===== src/rtl/top_k_frequent_keys_assert.svh =====
// assertion helpers used by top_k_frequent_keys.sv
`ifndef TOP_K_FREQUENT_KEYS_ASSERT_SVH
`define TOP_K_FREQUENT_KEYS_ASSERT_SVH

// same-cycle implication
`define TKF_ASSERT_HOLDS(lbl, ante, cons, msg) \
  lbl: assert property (@(posedge clk_i) disable iff (!rst_ni) (ante) |-> (cons)) \
    else $error(msg);

// next-cycle implication
`define TKF_ASSERT_NEXT(lbl, ante, cons, msg) \
  lbl: assert property (@(posedge clk_i) disable iff (!rst_ni) (ante) |=> (cons)) \
    else $error(msg);

`endif


===== src/rtl/tkf_pkg.sv =====
`default_nettype none
package tkf_pkg;

  localparam int unsigned KEY_W       = 32;
  localparam int unsigned CNT_W       = 16;
  localparam int unsigned K_W         = 7;
  localparam int unsigned STAT_W      = 2;
  localparam int unsigned MAX_KEYS_DF = 64;

  localparam logic [CNT_W-1:0] COUNT_MAX  = 16'hFFFF;
  localparam logic [K_W-1:0]   RESULT_CAP = 7'd64;

  localparam logic [STAT_W-1:0] ST_OK      = 2'd0;
  localparam logic [STAT_W-1:0] ST_TOO_FEW = 2'd1;
  localparam logic [STAT_W-1:0] ST_OVF     = 2'd2;

  typedef enum logic [2:0] {
    S_COUNT,
    S_DECIDE,
    S_START,
    S_SCAN,
    S_EMIT
  } state_e;

  // best candidate travelling down the cell row
  typedef struct packed {
    logic             tok;
    logic             found;
    logic [CNT_W-1:0] cnt;
    logic [KEY_W-1:0] key;
  } chain_t;

  // controls broadcast to every cell
  typedef struct packed {
    logic inc_en;
    logic new_en;
    logic pick_en;
    logic clr_pick;
  } cell_ctl_t;

endpackage
`default_nettype wire


===== src/rtl/tkf_cell.sv =====
`default_nettype none
module tkf_cell
  import tkf_pkg::*;
#(
  parameter int unsigned MAX_KEYS = MAX_KEYS_DF,
  parameter int unsigned IDX      = 0,
  localparam int unsigned UW      = $clog2(MAX_KEYS + 1)
) (
  input  wire              clk_i,
  input  wire              rst_ni,
  input  wire  [KEY_W-1:0] key_i,
  input  wire  [UW-1:0]    used_i,
  input  wire  cell_ctl_t  ctl_i,
  input  wire  chain_t     chain_i,
  output chain_t           chain_o,
  output logic             hit_o
);

  logic [KEY_W-1:0] key_q;
  logic [CNT_W-1:0] cnt_q;
  logic             picked_q;
  logic             tok_q;
  logic             found_q;
  logic [CNT_W-1:0] bcnt_q;
  logic [KEY_W-1:0] bkey_q;
  logic             occ;
  logic             slot;
  logic             elig;

  assign occ   = UW'(IDX) < used_i;
  assign slot  = UW'(IDX) == used_i;
  assign hit_o = occ && (key_q == key_i);
  assign elig  = occ && !picked_q && (!chain_i.found || cnt_q > chain_i.cnt);

  always_ff @(posedge clk_i) begin
    if (ctl_i.new_en && slot) begin
      key_q <= key_i;
      cnt_q <= CNT_W'(1);
    end else if (ctl_i.inc_en && hit_o && cnt_q != COUNT_MAX) begin
      cnt_q <= cnt_q + CNT_W'(1);
    end
    if (elig) begin
      found_q <= 1'b1;
      bcnt_q  <= cnt_q;
      bkey_q  <= key_q;
    end else begin
      found_q <= chain_i.found;
      bcnt_q  <= chain_i.cnt;
      bkey_q  <= chain_i.key;
    end
  end

  always_ff @(posedge clk_i or negedge rst_ni) begin
    if (!rst_ni) begin
      picked_q <= 1'b0;
      tok_q    <= 1'b0;
    end else begin
      tok_q <= chain_i.tok;
      if (ctl_i.clr_pick) begin
        picked_q <= 1'b0;
      end else if (ctl_i.pick_en && hit_o) begin
        picked_q <= 1'b1;
      end
    end
  end

  assign chain_o = '{tok: tok_q, found: found_q, cnt: bcnt_q, key: bkey_q};

endmodule
`default_nettype wire


===== config.mk =====
export PLATFORM = sky130hd
export DESIGN_NAME = tkf_cell
export DESIGN_NICKNAME = d
export VERILOG_FILES = /design/src/rtl/top_k_frequent_keys_assert.svh /design/src/rtl/tkf_pkg.sv /design/src/rtl/tkf_cell.sv
export SDC_FILE = /design/constraint.sdc
export NUM_CORES = 1
export LEC_CHECK = 0
export BUFFER_PORTS_ARGS = -buffer_cell sky130_fd_sc_hd__buf_2
export CAP_MARGIN = 20
export CORE_UTILIZATION = 25
export DETAILED_ROUTE_END_ITERATION = 8
export PLACE_DENSITY = 0.53
export SYNTH_ARGS = -nofsm -noshare
export SYNTH_HDL_FRONTEND = slang
export SYNTH_SLANG_ARGS = --single-unit

===== constraint.sdc =====
create_clock -name clk_i -period 5.6 [get_ports clk_i]
set_input_delay 1.12 -clock clk_i [delete_from_list [all_inputs] [get_ports clk_i]]
set_output_delay 1.12 -clock clk_i [all_outputs]
set_load 0.005 [all_outputs]

==> flow_summary.toml <==
[outcome]
status = "finished clean"

[placement]
dp_hpwl_um = 7890
gp_congestion = 0.758
io_buffers = 145
dpl_cell_area_um2 = 5180

[timing]
fin_crit_sh_pct = 71.1
finalMaxSlewViolations = 0
finalSetupViolCount = 0
slew_headroom_pct = 32.2
fin_crit_ns = 3.98
worstMarginPinSlew_ns = 1.01
hold_viol = 0
finalSetupTns_ns = 0
fmax_mhz = 251
finClkSkew_ns = 0.00913
rsz0062_at_grt = "false"

[grt]
grt_pass1_vias = 3236
grt_max_degree = 47
track_usage_pct = 12.4
antenna_found_initial = 0
grt-ovfl-total = 0
grt_pass1_wl_um = 16700

[synth]
synth_cell_type_count = 42
synthTopCellsByCount = "dfxtp_1, edfxtp_1, mux2_2"
syn_avg_cell_area_um2 = 12.1
synthTopCellsByArea = "dfxtp_1, edfxtp_1, mux2_2"
netlist_instances = 350
synth_top_area_share_pct = 30.8
synth.net_count = 462
synth_ff_type = "dfxtp_1"
synth_edf_count = 32
ys_seq_area_share_pct = 54.7
yosys.cell_count.top_type = "dfxtp_1"
synthesis.area_um2 = 4230
yosys_warnings = 0
ys_ff_latch = 99
yosysTopAreaCell = "dfxtp_1"
synthArstFlopShare_pct = 2.02

[cells_and_area]
final_layout_size_suffix_gt1_share_pct = 38.4
nets = 609
final_cell_area_um2 = 5480
antenna_cells = 0
n_fill_cell = 1686
area.growth.synth_to_final_pct = 29.6

[clocking]
cts.sinks = 99
numCtsBuffers = 9
cts_tree = "done"
post_cts_resized = 0
htree_num_levels = 3
clkLatencyLatePin_ns = 0.35
cts-root-buf = "clkbuf_16"
holdBufCountCts = 0
cts.reportedPaths.clkPinSlew_ns = 0.07
cts_buffer_depth = 2
post_cts_buffers = 0

[detailed_routing]
detail_route.wl_per_cell_um = 14.3
ant_nets = 0
drt_wl_total_um = 10300
drtIter0Drc = 113
vias = 3184
drc = 0
vias_per_cell = 4.41
drt-pass1-iter-count = 4

[run]
cap_viol_max_count = 0

[die]
io_pins = 146
fp.dieH_um = 132
die_w_um = 132
dieArea_um2 = 17400
initial_utilization_pct = 25.6
core_area_um2 = 16500
rows = 47

[power]
power.density_nw_per_um2 = 276
power_uw = 1510
vdd_ir_drop_max_uv = 134
leakagePower_uw = 0.00234

[worst_setup_path]
reg2reg_to = "cnt_q[9]$_SDFFE_PP0P_"
crit_arrival_ns = 2.86
rr_worst_depth = 6
crit_fanout = 3
cp-start-kind = "input port"
required_ns = 4.48
ff2ff_setup_slack_ns = 2.56
end_kind = "output port"
crit_type = "input port to output port"
r2r_start = "key_q[9]$_DFFE_PP_"

[worst_hold_path]
hp-class = "flop to flop"
whs_endpoint = "bkey_q[29]$_DFF_P_"
min_path_cells = 1
hold_path.startpoint = "key_q[29]$_DFFE_PP_"
## metrics by stage
stage | util [%] | hold WS, ns | setup slack, ns | cells
floorplan | - | 0.458 | 2.25 | 350
global placement | 31.4 | 0.509 | 1.68 | 706
detailed placement | 31.4 | 0.513 | 1.61 | 706
CTS | 33.1 | 0.525 | 1.60 | 722
global route | 33.1 | 0.528 | 1.44 | 722
finish | 33.1 | 0.521 | 1.62 | 722
## registers in the layout, summed over array words and instances (netlist names)
signal / count
picked_q: 1
cnt_q: 16
bkey_q: 32
key_q: 32
bcnt_q: 16
tok_q: 1
found_q: 1
## cell families (layout without fill, tap and decap cells)
| group | Yosys count | in the layout | share of synthesized area, % |
|---|---|---|---|
| flops | 99 | 99 | 54.7 |
| buf+inv | 29 | 181 | 3.11 |
| mux | 48 | 48 | 12.8 |
| fa+ha+maj | 17 | 17 | 5.03 |
| simple gates | 82 | 82 | 11.5 |
| xor+xnor | 34 | 34 | 7.05 |
| compound gates | 41 | 41 | 5.80 |
## power by group
part	internal, µW	switching, µW	leakage [µW]
registers	760	4.65	0.000854
logic	65.6	51.8	0.00134
clock network	348	282	0.000144
## per-layer routing
layer  GRT usage (%)  part of all wire, %  vias up
li1                -                    -     1586
met1            15.1                   45     1487
met2            20.2                   47       99
met3            3.88                  6.8       12
met4            5.43                  1.7        0
met5               0                    0        -
## how the worst max path moves through the flow
stage	startpoint	end	slack, ns	depth (start not counted)
floorplan	chain_i[46]	bcnt_q[11]$_DFF_P_	2.25	10
global placement	key_i[18]	hit_o	1.68	6
detailed placement	key_i[9]	hit_o	1.61	6
CTS	key_i[9]	hit_o	1.60	6
global route	key_i[23]	hit_o	1.44	6
finish	key_i[9]	hit_o	1.62	6
## cells in the final DEF, fill, tap and decap left out, types with 2 or more instances in the layout
cell,n
mux2_1,18
or4_1,4
nor2_1,2
edfxtp_1,32
nand3_1,12
xnor2_1,14
inv_1,17
ha_1,17
and3_1,6
o31a_1,2
and2_1,2
nor3_1,3
a21oi_1,18
dfrtp_1,2
a21o_1,2
buf_4,2
nand4_1,13
or3_1,12
nor4_1,8
clkbuf_16,9
o31ai_1,3
xor2_1,20
o211ai_1,2
nand2_1,11
and4_1,2
o21ai_1,8
dfxtp_1,65
clkinv_4,2
buf_2,145
mux2_2,30
## final cells by class
| type | instances | area (µm²) | share of cell area (%) |
|---|---|---|---|
| inverter | 18 | 67.6 | 1.23 |
| clock buffer | 10 | 229 | 4.18 |
| sequential | 99 | 2310 | 42.2 |
| timing repair buffer | 147 | 741 | 13.5 |
| tap | 220 | 275 | 5.03 |
| multi-input combinational | 222 | 1790 | 32.6 |
| clock inverter | 6 | 65.1 | 1.19 |
## critical path, cell delays in order
cell and delay (ns):
buf_2 0.12, xor2_1 0.14, nor4_1 0.55, nand2_1 0.14, nor3_1 0.56, buf_2 0.22
(Power assumes the default switching activity.)
